--- src/rtl/psc_pkg.sv ---
// Shared types and constants for the polymorphism site classifier.
`timescale 1ns / 1ps

package psc_pkg;

   localparam int NumCounters = 9;
   localparam int OutCountBits = 16;

   // counter slots
   localparam int IdxBial   = 0;
   localparam int IdxMulti  = 1;
   localparam int IdxFdiff  = 2;
   localparam int IdxFout   = 3;
   localparam int IdxExa    = 4;
   localparam int IdxExb    = 5;
   localparam int IdxShared = 6;
   localparam int IdxSega   = 7;
   localparam int IdxSegb   = 8;

   typedef enum logic [2:0] {
      CLASS_INVARIANT = 3'd0,
      CLASS_FIXED_OUT = 3'd1,
      CLASS_FIXED_DIFF = 3'd2,
      CLASS_EXCL_A = 3'd3,
      CLASS_EXCL_B = 3'd4,
      CLASS_SHARED = 3'd5,
      CLASS_MULTI = 3'd6
   } class_type;

   typedef enum logic [1:0] {
      KINDS_NONE = 2'd0,
      KINDS_ONE = 2'd1,
      KINDS_TWO = 2'd2,
      KINDS_MORE = 2'd3
   } kinds_type;

   typedef struct packed {
      logic [7:0] first;
      logic [7:0] second;
      kinds_type  kinds;
   } allele_type;

   localparam int AddrBits = 3;
   localparam logic [0:0] RegHapA = 1'b0;
   localparam logic [0:0] RegHapB = 1'b1;

endpackage

--- src/rtl/polymorphism_site_classifier.sv ---
// Top level: streams alignment columns and classifies each site at its outgroup base.
// A result is registered and appears on rsp_ in the cycle after its outgroup word is taken.
// Throughput: one word per cycle while the result stream is not stalled; all tracking and counting is one pass of logic
// between the column state and the result register.
// req_tready stays high while the result register is empty or being drained.
// Sync active-high reset clears column state and counters, sets both haplotype counts to 2.
`timescale 1ns / 1ps

module polymorphism_site_classifier #(
   parameter int MAX_HAPLOTYPES = 256,
   parameter int COUNTER_BITS = 16
) (
   input  logic         clock,
   input  logic         reset,
   // request stream
   input  logic         req_tvalid,
   output logic         req_tready,
   input  logic [7:0]   req_tdata,   // [7:0] base
   input  logic         req_tuser,   // [0] new_locus
   // result stream
   output logic         rsp_tvalid,
   input  logic         rsp_tready,
   // [15:0] biallelic, [31:16] multiallelic, [47:32] fixed_diff,
   // [63:48] fixed_outgroup, [79:64] excl_a, [95:80] excl_b,
   // [111:96] shared, [127:112] segregating_a, [143:128] segregating_b
   output logic [143:0] rsp_tdata,
   output logic [2:0]   rsp_tuser,   // [2:0] site_class
   // register port
   input  logic                        csr_psel,
   input  logic                        csr_penable,
   input  logic                        csr_pwrite,
   input  logic [psc_pkg::AddrBits-1:0] csr_paddr,
   input  logic [31:0]                 csr_pwdata,
   output logic [31:0]                 csr_prdata,
   output logic                        csr_pready
);

   localparam int PosW = $clog2(2 * MAX_HAPLOTYPES + 1);
   localparam int EffW = (PosW > 9) ? PosW : 9;
   localparam logic [EffW-1:0] MaxHaps = EffW'(MAX_HAPLOTYPES);
   localparam logic [COUNTER_BITS-1:0] CntTop = '1;

   logic [8:0] hap_a_ff, hap_a_in;
   logic [8:0] hap_b_ff, hap_b_in;
   logic [PosW-1:0] pos_ff, pos_in;
   psc_pkg::allele_type a_ff, a_in, b_ff, b_in;
   logic [COUNTER_BITS-1:0] cnt_ff [psc_pkg::NumCounters];
   logic [COUNTER_BITS-1:0] cnt_in [psc_pkg::NumCounters];
   logic rsp_valid_ff, rsp_valid_in;
   logic [143:0] rsp_data_ff, rsp_data_in;
   psc_pkg::class_type rsp_class_ff, rsp_class_in;

   logic [EffW-1:0] eff_a_wide, eff_b_wide;
   logic [PosW-1:0] eff_a, eff_b, eff_sum;
   logic accept, in_a, in_b, is_out, csr_write;
   psc_pkg::class_type cls;
   logic [psc_pkg::NumCounters-1:0] bump;

   function automatic psc_pkg::allele_type track(input psc_pkg::allele_type cur,
                                                 input logic [7:0] b);
      psc_pkg::allele_type nxt;
      nxt = cur;
      case (cur.kinds)
         psc_pkg::KINDS_NONE: begin
            nxt.first = b;
            nxt.kinds = psc_pkg::KINDS_ONE;
         end
         psc_pkg::KINDS_ONE: begin
            if (b != cur.first) begin
               nxt.second = b;
               nxt.kinds = psc_pkg::KINDS_TWO;
            end
         end
         psc_pkg::KINDS_TWO: begin
            if (b != cur.first && b != cur.second) nxt.kinds = psc_pkg::KINDS_MORE;
         end
         default: nxt = cur;
      endcase
      return nxt;
   endfunction

   // register port
   assign csr_pready = 1'b1;
   assign csr_write = csr_psel & csr_penable & csr_pwrite;
   always_comb begin
      hap_a_in = hap_a_ff;
      hap_b_in = hap_b_ff;
      if (csr_write) begin
         case (csr_paddr[2])
            psc_pkg::RegHapA: hap_a_in = csr_pwdata[8:0];
            psc_pkg::RegHapB: hap_b_in = csr_pwdata[8:0];
            default: ;
         endcase
      end
   end
   always_comb begin
      case (csr_paddr[2])
         psc_pkg::RegHapA: csr_prdata = {23'd0, hap_a_ff};
         psc_pkg::RegHapB: csr_prdata = {23'd0, hap_b_ff};
         default: csr_prdata = '0;
      endcase
   end

   // zero acts as one, large values clamp to the configured maximum
   always_comb begin
      eff_a_wide = EffW'(hap_a_ff);
      eff_b_wide = EffW'(hap_b_ff);
      if (eff_a_wide == '0) eff_a_wide = EffW'(1);
      else if (eff_a_wide > MaxHaps) eff_a_wide = MaxHaps;
      if (eff_b_wide == '0) eff_b_wide = EffW'(1);
      else if (eff_b_wide > MaxHaps) eff_b_wide = MaxHaps;
   end
   assign eff_a = eff_a_wide[PosW-1:0];
   assign eff_b = eff_b_wide[PosW-1:0];
   assign eff_sum = eff_a + eff_b;

   assign req_tready = ~rsp_valid_ff | rsp_tready;
   assign accept = req_tvalid & req_tready;
   assign in_a = pos_ff < eff_a;
   assign in_b = ~in_a & (pos_ff < eff_sum);
   assign is_out = ~in_a & ~in_b;

   // classification of the gathered column against the outgroup base
   always_comb begin
      logic [1:0] ak, bk;
      logic [7:0] a1, a2, b1, b2, o;
      ak = (a_ff.kinds == psc_pkg::KINDS_NONE) ? 2'd1 : a_ff.kinds;
      bk = (b_ff.kinds == psc_pkg::KINDS_NONE) ? 2'd1 : b_ff.kinds;
      a1 = a_ff.first;
      a2 = a_ff.second;
      b1 = b_ff.first;
      b2 = b_ff.second;
      o = req_tdata;
      cls = psc_pkg::CLASS_MULTI;
      if (ak == psc_pkg::KINDS_MORE || bk == psc_pkg::KINDS_MORE) begin
         cls = psc_pkg::CLASS_MULTI;
      end else if (ak == psc_pkg::KINDS_ONE && bk == psc_pkg::KINDS_ONE) begin
         if (a1 == b1) begin
            cls = (o == a1) ? psc_pkg::CLASS_INVARIANT : psc_pkg::CLASS_FIXED_OUT;
         end else if (o == a1 || o == b1) begin
            cls = psc_pkg::CLASS_FIXED_DIFF;
         end
      end else if (ak == psc_pkg::KINDS_ONE) begin
         if ((a1 == b1 || a1 == b2) && (o == b1 || o == b2)) cls = psc_pkg::CLASS_EXCL_B;
      end else if (bk == psc_pkg::KINDS_ONE) begin
         if ((b1 == a1 || b1 == a2) && (o == a1 || o == a2)) cls = psc_pkg::CLASS_EXCL_A;
      end else if (((a1 == b1 && a2 == b2) || (a1 == b2 && a2 == b1))
                   && (o == a1 || o == a2)) begin
         cls = psc_pkg::CLASS_SHARED;
      end
   end

   always_comb begin
      bump = '0;
      case (cls)
         psc_pkg::CLASS_FIXED_OUT: bump[psc_pkg::IdxFout] = 1'b1;
         psc_pkg::CLASS_FIXED_DIFF: bump[psc_pkg::IdxFdiff] = 1'b1;
         psc_pkg::CLASS_EXCL_A: bump[psc_pkg::IdxExa] = 1'b1;
         psc_pkg::CLASS_EXCL_B: bump[psc_pkg::IdxExb] = 1'b1;
         psc_pkg::CLASS_SHARED: bump[psc_pkg::IdxShared] = 1'b1;
         psc_pkg::CLASS_MULTI: bump[psc_pkg::IdxMulti] = 1'b1;
         default: ;
      endcase
      bump[psc_pkg::IdxBial] = (cls != psc_pkg::CLASS_INVARIANT)
                               && (cls != psc_pkg::CLASS_MULTI);
      bump[psc_pkg::IdxSega] = a_ff.kinds[1];
      bump[psc_pkg::IdxSegb] = b_ff.kinds[1];
   end

   // column state and counters
   always_comb begin
      pos_in = pos_ff;
      a_in = a_ff;
      b_in = b_ff;
      for (int i = 0; i < psc_pkg::NumCounters; i++) begin
         cnt_in[i] = cnt_ff[i];
         if (accept && req_tuser) cnt_in[i] = '0;
         if (accept && is_out && bump[i] && cnt_in[i] != CntTop) cnt_in[i] = cnt_in[i] + 1'b1;
      end
      if (accept) begin
         if (in_a) begin
            a_in = track(a_ff, req_tdata);
            pos_in = pos_ff + 1'b1;
         end else if (in_b) begin
            b_in = track(b_ff, req_tdata);
            pos_in = pos_ff + 1'b1;
         end else begin
            pos_in = '0;
            a_in = '0;
            b_in = '0;
         end
      end
   end

   // result register
   always_comb begin
      rsp_valid_in = rsp_valid_ff & ~rsp_tready;
      rsp_data_in = rsp_data_ff;
      rsp_class_in = rsp_class_ff;
      if (accept && is_out) begin
         rsp_valid_in = 1'b1;
         rsp_class_in = cls;
         for (int i = 0; i < psc_pkg::NumCounters; i++) begin
            rsp_data_in[i*psc_pkg::OutCountBits +: psc_pkg::OutCountBits] =
               psc_pkg::OutCountBits'(cnt_in[i]);
         end
      end
   end

   always_ff @(posedge clock) begin
      if (reset) begin
         hap_a_ff <= 9'd2;
         hap_b_ff <= 9'd2;
         pos_ff <= '0;
         a_ff <= '0;
         b_ff <= '0;
         rsp_valid_ff <= 1'b0;
         for (int i = 0; i < psc_pkg::NumCounters; i++) cnt_ff[i] <= '0;
      end else begin
         hap_a_ff <= hap_a_in;
         hap_b_ff <= hap_b_in;
         pos_ff <= pos_in;
         a_ff <= a_in;
         b_ff <= b_in;
         rsp_valid_ff <= rsp_valid_in;
         for (int i = 0; i < psc_pkg::NumCounters; i++) cnt_ff[i] <= cnt_in[i];
      end
   end

   always_ff @(posedge clock) begin
      rsp_data_ff <= rsp_data_in;
      rsp_class_ff <= rsp_class_in;
   end

   assign rsp_tvalid = rsp_valid_ff;
   assign rsp_tdata = rsp_data_ff;
   assign rsp_tuser = rsp_class_ff;

endmodule
--- config.mk ---
export PLATFORM = sky130hd
export DESIGN_NAME = polymorphism_site_classifier
export DESIGN_NICKNAME = d
export VERILOG_FILES = /design/src/rtl/psc_pkg.sv /design/src/rtl/polymorphism_site_classifier.sv
export SDC_FILE = /design/constraint.sdc
export NUM_CORES = 1
export LEC_CHECK = 0
export ABC_AREA = 0
export BUFFER_PORTS_ARGS = -buffer_cell sky130_fd_sc_hd__buf_2
export CORE_MARGIN = 5
export CORE_UTILIZATION = 55
export CTS_CLUSTER_SIZE = 16
export DETAILED_ROUTE_END_ITERATION = 6
export GPL_ROUTABILITY_DRIVEN = 0
export GPL_TIMING_DRIVEN = 1
export HOLD_SLACK_MARGIN = 0.03
export PLACE_DENSITY = 0.76
export RECOVER_POWER = 50
export SETUP_SLACK_MARGIN = 0.2
export SKIP_CTS_REPAIR_TIMING = 1
export SLEW_MARGIN = 20
export SYNTH_ARGS = -nofsm -noshare
export SYNTH_HDL_FRONTEND = slang
export SYNTH_SLANG_ARGS = --single-unit
--- constraint.sdc ---
create_clock -name clock -period 17.3 [get_ports clock]
set_clock_uncertainty 0.05 [all_clocks]
set_input_delay 1.73 -clock clock [delete_from_list [all_inputs] [get_ports clock]]
set_output_delay 1.73 -clock clock [all_outputs]
set_load 0.005 [all_outputs]
# ---- After elaboration in Yosys (flattened, before gate mapping)
# Memory sizes are Yosys's and may differ from the RTL's.
# Cells that the tools add are included.
dict set report totals {
  register_bits 212
  latch_bits 0
  mem_bits_rw 144
  rom_bits 0
  input_bits 51
  out_inout_bits 182
  elab_cells 218
  memories 1
}
# name words width read_ports rd_ports_with_merged_regs wr line
set memory_table {}
lappend memory_table {cnt_ff 9 16 9 0 9 polymorphism_site_classifier.sv:47} ;# logic [COUNTER_BITS-1:0] cnt_ff [psc_pkg::NumCounters];
dict set report op_classes {
  addsub 11
  n_mul 0
  div 0
  n_lt_le_gt_ge 4
  n_eq_ne 51
  shifts 0
  n_mux 69
  n_bitwise 21
  reduce_logical 49
}
# op n
set op_table {}
lappend op_table {{2-to-1 mux 16 bit} 27}
lappend op_table {{adder 16 x 1 -> 16 bit (second input constant)} 9}
lappend op_table {{!= test 16 bit (second input constant)} 9}
lappend op_table {{== test 8 bit} 10}
lappend op_table {{one-hot mux 32 bit (2 select lines)} 1}
lappend op_table {{2-to-1 mux 18 bit} 3}
lappend op_table {{2-to-1 mux 10 bit} 4}
lappend op_table {{2-to-1 mux 9 bit} 4}
lappend op_table {{2-to-1 mux 8 bit} 4}
lappend op_table {{!= test 8 bit} 4}
lappend op_table {{logical AND 1 bit} 29}
lappend op_table {{2-to-1 mux 3 bit} 7}
lappend op_table {{< comparator 10 bit} 2}
lappend op_table {{greater-than comparator 9 bit (second input constant)} 2}
lappend op_table {{logical NOT 9 bit} 2}
lappend op_table {{!= test 3 bit (second input constant)} 5}
lappend op_table {{2-to-1 mux 2 bit} 6}
lappend op_table {{!= test 2 x 1 -> 1 bit (second input constant)} 6}
lappend op_table {{one-hot mux 2 bit (3 select lines)} 2}
lappend op_table {{2-to-1 mux 1 bit} 11}
lappend op_table {{adder 10 x 1 -> 10 bit (second input constant)} 1}
lappend op_table {{adder 10 bit} 1}
lappend op_table {{bitwise OR 1 bit} 10}
lappend op_table {{AND reduction 5 bit} 2}
lappend op_table {{15 further kinds} 44}

# ---- Longest topological paths before layout
dict set report depth {
  depth_word 15
  ltp_mapped 26
  mapped_depth_nobuf 24
}

# ---- Worst setup path before layout
# OpenSTA, ideal clock, no wires.
dict set report synth_timing {
  kind {register -> register}
  from {reg hap_a_ff[1]}
  to {reg rsp_data_ff[70] (netlist: rsp_tdata[70]) (data pin)}
  setup_ns 0.277
  arrival_ns 7.471
  required_ns 16.973
  setup_slack_ns 9.502
  stages_incl_launch_ff 26
  n_path_buf 1
  synth_period_minus_slack_ns 7.798
  path_cell_list {dfxtp_1 nor4_1 a21oi_1 nor2_1 ha_1 inv_1 fa_1 inv_1 a21oi_1 o21ai_0 a21oi_1 o21bai_1 a21o_1 a21oi_1 xor2_1 ha_1 o21a_1 nor2_1 a21oi_1 and2_1 clkbuf_1 nand2_1 inv_1 nand3_1 nor4b_1 mux2i_1}
}
# item line
set synth_lines {}
lappend synth_lines {{start, declared} polymorphism_site_classifier.sv:43} ;# logic [8:0] hap_a_ff, hap_a_in;
lappend synth_lines {{start signal, assigned} polymorphism_site_classifier.sv:220} ;# hap_a_ff <= hap_a_in;
lappend synth_lines {{end signal, assigned} polymorphism_site_classifier.sv:231} ;# rsp_data_ff <= rsp_data_in;
lappend synth_lines {{end, declared} polymorphism_site_classifier.sv:50} ;# logic [143:0] rsp_data_ff, rsp_data_in;

==> impl_metrics.tcl <==
set metrics [dict create \
    endpoint_kind "flip-flop" \
    r2r-end "rsp_tdata[70]" \
    dieArea_mm2 0.0365 \
    p_leak_nw 7.35 \
    path_class "primary input to flip-flop" \
    core-area_mm2 0.0325 \
    post-route-util 0.621 \
    tightestPinTransition_ps 3540 \
    area.sequential_mm2 0.00860 \
    synth_edf_count 147 \
    antenna_found_initial 0 \
    cp-startpoint "rsp_tready" \
    dr.pass1.iters 5 \
    cts.clk_slew.worst_paths_ps 60 \
    rr_startpoint "hap_a_ff[8]" \
    min_path_cells 2 \
    fp-row-count 66 \
    diodes 0 \
    drive_gt1_frac 0.106 \
    netlist_instances 1905 \
    worstRegToRegCells 20 \
    fin_crit_sh 0.558 \
    violations "capacitance limit, slew limit" \
    io_pins 233 \
    synth_top_area_share 0.245 \
    cts_tree "yes" \
    critPathArrivalTime_ps 9890 \
    grt_setup_unrepaired "no" \
    setup_tns_ps 0 \
    yosys-top-cells-area "edfxtp_1 24%, dfxtp_1 23%, nand2_1 4.9%, xor2_1 4.3%, nor2_1 3.7%" \
    grt_max_degree 81 \
    crit_fanout 66 \
    final_cell_area_mm2 0.0202 \
    via_count 14400 \
    cp-start-kind "primary input" \
    nets 2142 \
    track_usage 0.236 \
    cts_buffers 38 \
    routed_wl_um 44200 \
    synth_largest_area_cell "edfxtp_1" \
    ctsLongestPathBuffers 3 \
    yosysSeqAreaShare 0.477 \
    grt_pass1_vias 14000 \
    gr-total-overflow 0 \
    final_antenna_net_count 0 \
    maxClockFrequency_ghz 0.104 \
    cts_root_buf "clkbuf_16" \
    r2r_slack_ps 7870 \
    drt_iter0_markers 968 \
    die_x_um 191 \
    io_buffer_count 183 \
    via_per_inst 5.71 \
    synthArstFlopShare 0 \
    whs_ps 440 \
    syn_area_mm2 0.0180 \
    place_area_mm2 0.0191 \
    power_density_mw_per_mm2 92.1 \
    yosysWarningCount 0 \
    postSynthAreaPerCell_um2 9.47 \
    wire_per_inst_um 17.6 \
    grt_pass1_wl_um 70800 \
    outcome "finished, violations left" \
    area_growth_pct 11.8 \
    ys_ff_latch 356 \
    hold_violations 0 \
    drc 0 \
    crit_required_ps 17530 \
    ys.flop_type "dfxtp_1" \
    cts.sinks 356 \
    cp-endpoint "cnt_ff[0][33]" \
    cap_violations 7 \
    dieHeight_um 191 \
    multi_input_area_mm2 0.00871 \
    htreeDepth 2 \
    vdd_drop_max_mv 0.0666 \
    start_util 0.556 \
    max-slew-margin-rel -1.36 \
    num-fill-cells 2785 \
    dp_hpwl_um 30900 \
    synth_cell_types 71 \
    timing.final.crit_period_ps 9650 \
    setup_viol 0 \
    clk-insertion-delay-late_ps 520 \
    slew_violations 410 \
    hold_path_class "flip-flop to flip-flop" \
]
[routing by layer]
layer  GRT usage  routed length (um)  up-vias
met5           0                   0        -
met4      0.0773                1310        0
met3      0.0427                3040       96
met2       0.401               21000      489
met1       0.308               18800     6808
li1            -                   -     6978
[final cells by class]
class	count	area share
multi-input cells	1392	0.432
flip-flops and latches	356	0.426
clock buffers	48	0.0506
repair buffers	196	0.0442
well taps	442	0.0274
inverters	62	0.0116
clock inverters	21	0.00807
[flip-flops by register name (all words and copies together), names as in the netlist]
| register | cells |
|---|---|
| a_ff | 18 |
| b_ff | 18 |
| cnt_ff | 144 |
| hap_a_ff | 9 |
| hap_b_ff | 9 |
| pos_ff | 10 |
| rsp_tdata | 144 |
| rsp_tuser | 3 |
| rsp_tvalid | 1 |
[metrics by stage]
step | instances | power [mW] | setup WS [ps]
4_1_cts | 2517 | 1.87 | 10560
5_1_grt | 2517 | 1.93 | 6710
6_report | 2517 | 1.86 | 7650
2_1_floorplan | 1927 | 1.05 | 9500
3_5_place_dp | 2448 | 1.10 | 10400
3_3_place_gp | 2448 | 1.10 | 10510
[power breakdown]
| group | internal, mW | total, mW | leakage [nW] | switching (mW) |
|---|---|---|---|---|
| registers | 0.883 | 0.895 | 2.81 | 0.0117 |
| clock network | 0.449 | 0.775 | 0.575 | 0.327 |
| logic | 0.0530 | 0.187 | 3.97 | 0.134 |
[logic make-up (layout without fill, tap and decap cells)]
kind of cell	after synthesis	count (layout)	synth area share
xor+xnor	156	156	0.0758
simple gates	844	844	0.237
buf+inv	179	327	0.0445
fa+ha+maj	45	45	0.0316
flops	356	356	0.477
compound gates	229	229	0.0794
mux	94	94	0.0544
other cells	2	24	0.000416
[layout by cell type, fill, tap and decap left out, types with 29 or more instances in the layout]
| master | n |
|---|---|
| dfxtp_1 | 209 |
| xor2_1 | 89 |
| nor2b_1 | 39 |
| clkbuf_16 | 39 |
| mux2i_1 | 62 |
| nand3_1 | 63 |
| nor4_1 | 35 |
| ha_1 | 44 |
| a21oi_1 | 126 |
| buf_2 | 103 |
| xnor2_1 | 67 |
| nand4_1 | 76 |
| and3_1 | 41 |
| nand2_1 | 237 |
| nor2_1 | 175 |
| inv_1 | 59 |
| edfxtp_1 | 147 |
| clkbuf_1 | 90 |
| mux2_2 | 29 |
[worst min path at each step]
stage / from / endpoint / slack, ps
floorplan: hap_b_ff[0] / hap_b_ff[0] / 400
global placement: cnt_ff[0][103] / cnt_ff[0][103] / 410
detailed placement: cnt_ff[0][21] / cnt_ff[0][21] / 430
CTS: hap_b_ff[7] / hap_b_ff[7] / 440
global route: hap_a_ff[0] / hap_a_ff[0] / 460
finish: cnt_ff[0][21] / cnt_ff[0][21] / 440
[synthesized netlist by cell type (3+ instances only)]
library cell,count
a2111oi_0,4
a211o_1,6
a211oi_1,9
a21o_1,9
a21oi_1,127
and2_1,23
and3_1,41
and4_1,13
buf_1,7
buf_2,8
buf_4,26
buf_6,3
clkbuf_1,73
dfxtp_1,209
edfxtp_1,147
ha_1,44
inv_1,60
mux2_2,32
mux2i_1,62
nand2_1,237
nand2b_1,28
nand3_1,63
nand3b_1,5
nand4_1,76
nand4b_1,8
nor2_1,177
nor2b_1,39
nor3_1,28
nor4_1,34
nor4b_1,5
o211ai_1,5
o21ai_0,18
o21ba_2,3
o21bai_1,3
o31ai_1,15
or2_2,7
or3_1,28
or4_1,23
xnor2_1,67
xor2_1,89
[worst max-delay path, cell delays in order]
cell and delay, ps:
buf_2 90, nor2b_1 710, inv_1 410, nand2_1 420, clkbuf_1 2200, clkbuf_1 1890, nand2_1 300, inv_1 140
ha_1 190, nand2_1 150, nor2_1 290, and4_1 250, or4_1 510, mux2_2 430, nor2b_1 140
No activity file was read; power rests on OpenSTA's default activity.
